**config.mk**
```make
export PLATFORM = sky130hd
export DESIGN_NAME = rsp_packet_deframer_rx_core_flat
export DESIGN_NICKNAME = d
export VERILOG_FILES = /design/src/rspd_pkg.sv /design/src/rspd_if.sv /design/src/rsp_packet_deframer_rx_core.sv /design/src/rspd_in_stage.sv /design/src/rspd_framer.sv /design/src/rspd_out_stage.sv /design/src/flat_wrapper.sv
export SDC_FILE = /design/constraint.sdc
export NUM_CORES = 1
export LEC_CHECK = 0
export BUFFER_PORTS_ARGS = -buffer_cell sky130_fd_sc_hd__buf_2
export CORE_AREA = 2 2 142 116
export CTS_BUF_LIST = sky130_fd_sc_hd__clkbuf_16
export CTS_CLUSTER_SIZE = 14
export DETAILED_ROUTE_END_ITERATION = 6
export DIE_AREA = 0 0 144 118
export PLACE_DENSITY = 0.49
export SLEW_MARGIN = 5
export SYNTH_ARGS = -nofsm -noshare
export SYNTH_HDL_FRONTEND = slang
export SYNTH_SLANG_ARGS = --single-unit
```
**constraint.sdc**
```tcl
create_clock -name clk -period 10.3 [get_ports clk]
set_input_delay 0.515 -clock clk [delete_from_list [all_inputs] [get_ports clk]]
set_output_delay 0.515 -clock clk [all_outputs]
set_load 0.005 [all_outputs]
```
**src/rspd_pkg.sv**
```systemverilog
// shared types and constants of the packet deframer
package rspd_pkg;

  localparam int unsigned BYTE_W = 8;
  localparam int unsigned LEN_W  = 16;

  localparam logic [BYTE_W-1:0] START_CHAR = 8'h24;  // '$'
  localparam logic [BYTE_W-1:0] CSUM_CHAR  = 8'h23;  // '#'
  localparam logic [BYTE_W-1:0] ACK_CHAR   = 8'h2B;  // '+'
  localparam logic [BYTE_W-1:0] NAK_CHAR   = 8'h2D;  // '-'
  localparam logic [BYTE_W-1:0] BAD_DIGIT  = 8'hFF;  // non-hex digit reads as -1

  localparam logic [LEN_W-1:0] LEN_MAX = {LEN_W{1'b1}};

  typedef enum logic [1:0] {
    PH_HUNT = 2'd0,
    PH_BODY = 2'd1,
    PH_HIGH = 2'd2,
    PH_LOW  = 2'd3
  } phase_t;

  // byte held in the input register
  typedef struct packed {
    logic              valid;
    logic [BYTE_W-1:0] rx_byte;
  } in_item_t;

  typedef struct packed {
    logic [BYTE_W-1:0] payload_byte;
    logic              end_of_packet;
    logic              checksum_ok;
    logic [BYTE_W-1:0] reply_char;
    logic [BYTE_W-1:0] computed_sum;
    logic [BYTE_W-1:0] received_sum;
    logic [LEN_W-1:0]  payload_length;
  } result_t;

  // result offered by the framer to the output register
  typedef struct packed {
    logic    valid;
    result_t data;
  } res_push_t;

endpackage

```
**src/rspd_if.sv**
```systemverilog
// valid/ready channel interfaces for received bytes and results
interface rspd_in_if;
  logic                      valid;
  logic                      ready;
  logic [rspd_pkg::BYTE_W-1:0] rx_byte;

  modport source (output valid, output rx_byte, input ready);
  modport sink (input valid, input rx_byte, output ready);
endinterface

interface rspd_out_if;
  logic                        valid;
  logic                        ready;
  logic [rspd_pkg::BYTE_W-1:0] payload_byte;
  logic                        end_of_packet;
  logic                        checksum_ok;
  logic [rspd_pkg::BYTE_W-1:0] reply_char;
  logic [rspd_pkg::BYTE_W-1:0] computed_sum;
  logic [rspd_pkg::BYTE_W-1:0] received_sum;
  logic [rspd_pkg::LEN_W-1:0]  payload_length;

  modport source (
    output valid, output payload_byte, output end_of_packet, output checksum_ok,
    output reply_char, output computed_sum, output received_sum,
    output payload_length, input ready
  );
  modport sink (
    input valid, input payload_byte, input end_of_packet, input checksum_ok,
    input reply_char, input computed_sum, input received_sum,
    input payload_length, output ready
  );
endinterface

```
**src/rsp_packet_deframer_rx_core.sv**
```systemverilog
// top level of the remote serial protocol packet deframer, receive side
// an input transfer is held in the input register before the framer offers its result
// throughput: one byte per cycle, set by the single framer step per cycle
// a body byte or a low checksum digit waits only while the result register is full and stalled
// reset (synchronous, rst_n low) empties both registers and returns to hunting with zero sums
module rsp_packet_deframer_rx_core (
  input  logic        clk,
  input  logic        rst_n,
  rspd_in_if.sink     in_ch,
  rspd_out_if.source  out_ch
);

  rspd_pkg::in_item_t  item;     // byte waiting in the input register
  rspd_pkg::res_push_t res;      // result offered to the output register
  logic                advance;  // framer consumes the held byte this cycle
  logic                can_load; // result register free or being drained

  // input register, refilled in the same cycle it is consumed
  rspd_in_stage u_in (
    .clk     (clk),
    .rst_n   (rst_n),
    .in_ch   (in_ch),
    .advance (advance),
    .item    (item)
  );

  // hunt / body / checksum digit sequencing and the end-of-packet compare
  rspd_framer u_framer (
    .clk      (clk),
    .rst_n    (rst_n),
    .item     (item),
    .can_load (can_load),
    .advance  (advance),
    .res      (res)
  );

  // result register toward downstream
  rspd_out_stage u_out (
    .clk      (clk),
    .rst_n    (rst_n),
    .res      (res),
    .can_load (can_load),
    .out_ch   (out_ch)
  );

endmodule

```
**src/rspd_in_stage.sv**
```systemverilog
// input register: holds one received byte until the framer consumes it
module rspd_in_stage (
  input  logic               clk,
  input  logic               rst_n,
  rspd_in_if.sink            in_ch,
  input  logic               advance,
  output rspd_pkg::in_item_t item
);

  logic                        valid_r;
  logic                        valid_nxt;
  logic [rspd_pkg::BYTE_W-1:0] byte_r;
  logic                        accept;

  assign in_ch.ready = !valid_r || advance;
  assign accept      = in_ch.valid && in_ch.ready;

  always_comb begin
    valid_nxt = valid_r;
    if (accept) begin
      valid_nxt = 1'b1;
    end else if (advance) begin
      valid_nxt = 1'b0;
    end
  end

  always_ff @(posedge clk) begin
    if (!rst_n) begin
      valid_r <= 1'b0;
    end else begin
      valid_r <= valid_nxt;
    end
  end

  always_ff @(posedge clk) begin
    if (accept) begin
      byte_r <= in_ch.rx_byte;
    end
  end

  assign item.valid   = valid_r;
  assign item.rx_byte = byte_r;

endmodule

```
**src/rspd_framer.sv**
```systemverilog
// framing state machine, running sum, byte count and checksum decode
module rspd_framer (
  input  logic                clk,
  input  logic                rst_n,
  input  rspd_pkg::in_item_t  item,
  input  logic                can_load,
  output logic                advance,
  output rspd_pkg::res_push_t res
);

  rspd_pkg::phase_t            phase_r;
  rspd_pkg::phase_t            phase_nxt;
  logic [rspd_pkg::BYTE_W-1:0] sum_r;
  logic [rspd_pkg::BYTE_W-1:0] sum_nxt;
  logic [rspd_pkg::BYTE_W-1:0] hi_part_r;
  logic [rspd_pkg::BYTE_W-1:0] hi_part_nxt;
  logic [rspd_pkg::LEN_W-1:0]  count_r;
  logic [rspd_pkg::LEN_W-1:0]  count_nxt;
  logic [rspd_pkg::BYTE_W-1:0] digit;
  logic [rspd_pkg::BYTE_W-1:0] rx_sum;
  logic                        needs_res;

  function automatic logic [rspd_pkg::BYTE_W-1:0] hex_value(
    input logic [rspd_pkg::BYTE_W-1:0] c
  );
    logic [rspd_pkg::BYTE_W-1:0] v;
    if (c >= 8'h61 && c <= 8'h66) begin
      v = c - 8'h57;
    end else if (c >= 8'h30 && c <= 8'h39) begin
      v = c - 8'h30;
    end else if (c >= 8'h41 && c <= 8'h46) begin
      v = c - 8'h37;
    end else begin
      v = rspd_pkg::BAD_DIGIT;
    end
    return v;
  endfunction

  assign digit  = hex_value(item.rx_byte);
  assign rx_sum = hi_part_r + digit;

  // body bytes other than '#' and the low digit produce a result
  assign needs_res = (phase_r == rspd_pkg::PH_LOW) ||
                     (phase_r == rspd_pkg::PH_BODY && item.rx_byte != rspd_pkg::CSUM_CHAR);
  assign advance   = item.valid && (!needs_res || can_load);

  // next state
  always_comb begin
    phase_nxt = phase_r;
    if (advance) begin
      unique case (phase_r)
        rspd_pkg::PH_HUNT: begin
          if (item.rx_byte == rspd_pkg::START_CHAR) begin
            phase_nxt = rspd_pkg::PH_BODY;
          end
        end
        rspd_pkg::PH_BODY: begin
          if (item.rx_byte == rspd_pkg::CSUM_CHAR) begin
            phase_nxt = rspd_pkg::PH_HIGH;
          end
        end
        rspd_pkg::PH_HIGH: phase_nxt = rspd_pkg::PH_LOW;
        rspd_pkg::PH_LOW:  phase_nxt = rspd_pkg::PH_HUNT;
      endcase
    end
  end

  // datapath and result
  always_comb begin
    sum_nxt     = sum_r;
    hi_part_nxt = hi_part_r;
    count_nxt   = count_r;
    res         = '0;
    if (advance) begin
      unique case (phase_r)
        rspd_pkg::PH_HUNT: begin
          if (item.rx_byte == rspd_pkg::START_CHAR) begin
            sum_nxt     = '0;
            hi_part_nxt = '0;
            count_nxt   = '0;
          end
        end
        rspd_pkg::PH_BODY: begin
          if (item.rx_byte != rspd_pkg::CSUM_CHAR) begin
            sum_nxt = sum_r + item.rx_byte;
            if (count_r != rspd_pkg::LEN_MAX) begin
              count_nxt = count_r + 1'b1;
            end
            res.valid             = 1'b1;
            res.data.payload_byte = item.rx_byte;
          end
        end
        rspd_pkg::PH_HIGH: begin
          hi_part_nxt = {digit[3:0], 4'h0};
        end
        rspd_pkg::PH_LOW: begin
          res.valid               = 1'b1;
          res.data.end_of_packet  = 1'b1;
          res.data.checksum_ok    = (rx_sum == sum_r);
          res.data.reply_char     = (rx_sum == sum_r) ? rspd_pkg::ACK_CHAR
                                                      : rspd_pkg::NAK_CHAR;
          res.data.computed_sum   = sum_r;
          res.data.received_sum   = rx_sum;
          res.data.payload_length = count_r;
          sum_nxt                 = '0;
          hi_part_nxt             = '0;
          count_nxt               = '0;
        end
      endcase
    end
  end

  always_ff @(posedge clk) begin
    if (!rst_n) begin
      phase_r   <= rspd_pkg::PH_HUNT;
      sum_r     <= '0;
      hi_part_r <= '0;
      count_r   <= '0;
    end else begin
      phase_r   <= phase_nxt;
      sum_r     <= sum_nxt;
      hi_part_r <= hi_part_nxt;
      count_r   <= count_nxt;
    end
  end

endmodule

```
**src/rspd_out_stage.sv**
```systemverilog
// result register: holds one result until the downstream side takes it
module rspd_out_stage (
  input  logic                clk,
  input  logic                rst_n,
  input  rspd_pkg::res_push_t res,
  output logic                can_load,
  rspd_out_if.source          out_ch
);

  logic              valid_r;
  logic              valid_nxt;
  rspd_pkg::result_t data_r;

  assign can_load = !valid_r || out_ch.ready;

  always_comb begin
    valid_nxt = valid_r;
    if (res.valid) begin
      valid_nxt = 1'b1;
    end else if (out_ch.ready) begin
      valid_nxt = 1'b0;
    end
  end

  always_ff @(posedge clk) begin
    if (!rst_n) begin
      valid_r <= 1'b0;
    end else begin
      valid_r <= valid_nxt;
    end
  end

  always_ff @(posedge clk) begin
    if (res.valid) begin
      data_r <= res.data;
    end
  end

  assign out_ch.valid          = valid_r;
  assign out_ch.payload_byte   = data_r.payload_byte;
  assign out_ch.end_of_packet  = data_r.end_of_packet;
  assign out_ch.checksum_ok    = data_r.checksum_ok;
  assign out_ch.reply_char     = data_r.reply_char;
  assign out_ch.computed_sum   = data_r.computed_sum;
  assign out_ch.received_sum   = data_r.received_sum;
  assign out_ch.payload_length = data_r.payload_length;

endmodule

```
**src/flat_wrapper.sv**
```systemverilog
// flat-port wrapper written by rule: the top's interface ports become plain ports
module rsp_packet_deframer_rx_core_flat 
  (clk, rst_n, in_ch_valid, in_ch_rx_byte, in_ch_ready, out_ch_valid, out_ch_payload_byte, out_ch_end_of_packet, out_ch_checksum_ok, out_ch_reply_char, out_ch_computed_sum, out_ch_received_sum, out_ch_payload_length, out_ch_ready);
  rspd_in_if in_ch_i ();
  rspd_out_if out_ch_i ();
  input  logic clk;
  input  logic rst_n;
  input wire logic [$bits(in_ch_i.valid)-1:0] in_ch_valid;
  input wire logic [$bits(in_ch_i.rx_byte)-1:0] in_ch_rx_byte;
  output wire logic [$bits(in_ch_i.ready)-1:0] in_ch_ready;
  output wire logic [$bits(out_ch_i.valid)-1:0] out_ch_valid;
  output wire logic [$bits(out_ch_i.payload_byte)-1:0] out_ch_payload_byte;
  output wire logic [$bits(out_ch_i.end_of_packet)-1:0] out_ch_end_of_packet;
  output wire logic [$bits(out_ch_i.checksum_ok)-1:0] out_ch_checksum_ok;
  output wire logic [$bits(out_ch_i.reply_char)-1:0] out_ch_reply_char;
  output wire logic [$bits(out_ch_i.computed_sum)-1:0] out_ch_computed_sum;
  output wire logic [$bits(out_ch_i.received_sum)-1:0] out_ch_received_sum;
  output wire logic [$bits(out_ch_i.payload_length)-1:0] out_ch_payload_length;
  input wire logic [$bits(out_ch_i.ready)-1:0] out_ch_ready;
  assign in_ch_i.valid = in_ch_valid;
  assign in_ch_i.rx_byte = in_ch_rx_byte;
  assign in_ch_ready = in_ch_i.ready;
  assign out_ch_valid = out_ch_i.valid;
  assign out_ch_payload_byte = out_ch_i.payload_byte;
  assign out_ch_end_of_packet = out_ch_i.end_of_packet;
  assign out_ch_checksum_ok = out_ch_i.checksum_ok;
  assign out_ch_reply_char = out_ch_i.reply_char;
  assign out_ch_computed_sum = out_ch_i.computed_sum;
  assign out_ch_received_sum = out_ch_i.received_sum;
  assign out_ch_payload_length = out_ch_i.payload_length;
  assign out_ch_i.ready = out_ch_ready;
  rsp_packet_deframer_rx_core u_core (.clk(clk), .rst_n(rst_n), .in_ch(in_ch_i), .out_ch(out_ch_i));
endmodule
```
==> results.yml <==
sta:
  finalSetupViolations: 0
  skew_ps: 7.50
  tns_ps: 0
  worst_slew_pin_slew_ps: 824
  rsz0062_at_grt: "no"
  whs_ps: 337
  period_share: 0.451
  relSlewSlack: 0.450
  fmax_ghz: 0.215
  setup_ws_ps: 5650
  slew_viol_final: 0
  hold_viol: 0
  period_minus_slack_ps: 4650
clock_network:
  cts_root_buf: "clkbuf_16"
  cts_buffers: 9
  clk_pin_slew_ps: 60
  cts.sinks: 84
  htreeDepth: 3
  cts_tree: "yes"
  postCtsHoldBufs: 0
  clock_path_buffers: 2
  insertion_delay_ps: 350
  postCtsSetupBuffers: 0
  cts.repair.resized: 0
logic_synthesis:
  yosys_most_used_dff: "edfxtp_1"
  synthCells: 420
  synth-edff-count: 52
  synth.cell_area_um2: 4590
  syn_avg_cell_area_um2: 10.9
  yosys_warnings: 0
  synth-seq-cells: 84
  ys_types: 72
  ys_async_sr_fraction: 0
  yosysSeqAreaShare: 0.480
worst_setup_path:
  worstReg2RegStart: "u_core.u_in.byte_r[0]"
  crit_start: "u_core.u_in.byte_r[0]"
  crit_type: "flop to flop"
  crit_path_start_kind: "flop"
  path_max_fanout: 10
  critPathCaptureType: "flop"
  reg2reg_depth: 17
  arrival_ps: 4760
  critPathRequiredTime_ps: 10410
grt:
  grt.total_usage: 0.134
  grt_overflow: 0
  grt_pass1_vias: 3104
  antenna_found_initial: 0
  grt_max_degree: 45
  grt_pass1_wl_um: 17300
power:
  sw_frac_of_total: 0.239
  vdd_drop_max_uv: 77.7
  power_density_nw_per_um2: 131
  pwr-share-comb: 0.046
  power_frac_clock: 0.437
  intPower_mw: 0.533
  power.share.sequential: 0.517
  p_leak_nw: 1.87
  switchingPower_mw: 0.168
finish:
  area_growth_syn_to_layout_pct: 16.2
  fillers: 1561
  final_core_util: 0.343
  multi_input_area_um2: 2190
  design_area_um2: 5340
  finish.net_count: 514
  regArea_um2: 2200
  drive_gt1_frac: 0.213
  diodes: 0
die:
  num_io_pins: 64
  die_x_um: 144
  start_util: 0.295
  core_um2: 15500
  dieArea_um2: 17000
  row_count: 41
  die_y_um: 118
placed_design:
  place_ws_ps: 5730
  portBuffers: 60
  dpl.hpwl_um: 7890
  gp_congestion: 0.842
  place_area_um2: 5060
min_path:
  hold_path.startpoint: "in_ch_rx_byte[7]"
  hp-class: "primary input to flop"
  hold_path_depth: 1
route:
  first_iter_violations: 156
  dr.pass1.iters: 4
  wl_per_cell_um: 15.7
  viasPerCell: 4.69
  wirelength_um: 10900
  drc: 0
  routed-via-count: 3260
  drtAntennaViolNets: 0
run_status:
  outcome: "finished clean"
job:
  cap_violations: 0
==> final cells by class <==
| type | count | share of cell area |
|---|---|---|
| sequential | 84 | 0.413 |
| clock buffer | 9 | 0.0422 |
| inverter | 23 | 0.0162 |
| timing repair buffer | 61 | 0.0577 |
| multi-input combinational | 296 | 0.411 |
| clock inverter | 7 | 0.00938 |
| tap | 215 | 0.0504 |
==> Yosys cell counts (3+ instances only) <==
cell type / count / area share
a21boi_1: 9 / 0.015
a21o_1: 4 / 0.0065
a21oi_1: 15 / 0.016
a2bb2oi_1: 3 / 0.0057
and2_1: 28 / 0.038
and3_1: 4 / 0.0055
buf_4: 7 / 0.011
clkbuf_1: 8 / 0.0065
dfxtp_1: 32 / 0.14
edfxtp_1: 52 / 0.34
ha_1: 25 / 0.068
inv_1: 23 / 0.019
nand2_1: 23 / 0.019
nand3_1: 16 / 0.017
nand4_1: 7 / 0.0095
nor2_1: 41 / 0.034
nor2b_1: 4 / 0.0055
nor3_1: 12 / 0.013
nor4_2: 4 / 0.011
o21ai_0: 6 / 0.0065
o22ai_1: 4 / 0.0055
xnor2_1: 20 / 0.038
xor2_1: 10 / 0.019
==> logic make-up (layout without fill, tap and decap cells) <==
group / count (synthesis) / in the layout / synth area share
xor+xnor: 31 / 31 / 0.0621
mux: 1 / 1 / 0.00327
compound gates: 74 / 74 / 0.137
flops: 84 / 84 / 0.480
fa+ha+maj: 27 / 27 / 0.0769
simple gates: 160 / 160 / 0.197
buf+inv: 42 / 100 / 0.0439
other cells: 1 / 3 / 0.000817
==> path summary, 6_finish.rpt <==
kind | slack, ps | end
min | 340 | u_core.u_in.byte_r[7]
max reg2reg | 5650 | u_core.u_out.out_ch.reply_char[2]
min reg2reg | 500 | u_core.u_framer.sum_r[0]
max | 5650 | u_core.u_out.out_ch.reply_char[2]
==> routing by layer <==
metal / wire (µm) / vias up / GRT usage
li1: - / 1612 / -
met5: 0 / - / 0
met4: 206 / 0 / 0.0460
met2: 4550 / 90 / 0.183
met1: 5530 / 1544 / 0.195
met3: 622 / 14 / 0.0439
==> power by group through the flow <==
stage | Combinational, mW | Clock (mW) | Sequential, mW
global route | 0.0354 | 0.328 | 0.363
CTS | 0.0319 | 0.313 | 0.363
finish | 0.0321 | 0.306 | 0.363
global placement | 0.0324 | 0 | 0.370
detailed placement | 0.0317 | 0 | 0.370
floorplan | 0.0262 | 0 | 0.366
==> sequential cells by signal, indices dropped and copies added (netlist names) <==
signal                              count
u_core.u_framer.count_r                16
u_core.u_framer.hi_part_r               4
u_core.u_framer.phase_r                 2
u_core.u_framer.sum_r                   8
u_core.u_in.byte_r                      8
u_core.u_in.valid_r                     1
u_core.u_out.out_ch.computed_sum        8
u_core.u_out.out_ch.end_of_packet       1
u_core.u_out.out_ch.payload_byte        8
u_core.u_out.out_ch.payload_length     16
u_core.u_out.out_ch.received_sum        8
u_core.u_out.out_ch.reply_char          3
u_core.u_out.out_ch.valid               1
==> cell usage in the layout (no fill, tap or decap), drive strengths merged, types with 3 or more instances in the layout <==
| cell | netlist | layout |
|---|---|---|
| clkbuf | 8 | 9 |
| inv | 23 | 25 |
| nand4 | 7 | 7 |
| clkinv | 0 | 3 |
| a21oi | 16 | 16 |
| nor2 | 41 | 41 |
| o21ai | 7 | 7 |
| ha | 25 | 25 |
| nor4 | 6 | 6 |
| nand3 | 18 | 18 |
| a21o | 5 | 5 |
| and3 | 4 | 4 |
| a31oi | 3 | 3 |
| or4b | 4 | 4 |
| and2 | 28 | 28 |
| xnor2 | 20 | 20 |
| nand2 | 24 | 24 |
| edfxtp | 52 | 52 |
| nor2b | 4 | 4 |
| nor3 | 12 | 12 |
| dfxtp | 32 | 32 |
| a2bb2oi | 4 | 4 |
| conb | 1 | 3 |
| xor2 | 10 | 10 |
| buf | 11 | 61 |
| o22ai | 4 | 4 |
| a21boi | 11 | 11 |
==> per-stage QoR <==
step,power [mW],cells
global route,0.727,695
finish,0.701,695
floorplan,0.392,422
global placement,0.402,679
detailed placement,0.402,679
CTS,0.708,695
==> critical path: stages (launching register included) <==
cell       delay [ps]
edfxtp_1          560
inv_1             220
ha_1              220
or4b_4            510
o221ai_4          300
o41ai_4           220
a21oi_1           190
nor2_1             50
a31oi_1           170
ha_1              190
inv_1              60
fa_1              400
xor2_1            260
xnor2_1            90
a2111oi_1         430
o2111a_1          250
nand4_1           100
and2_1            180
Power figures use the tool's default switching activity.
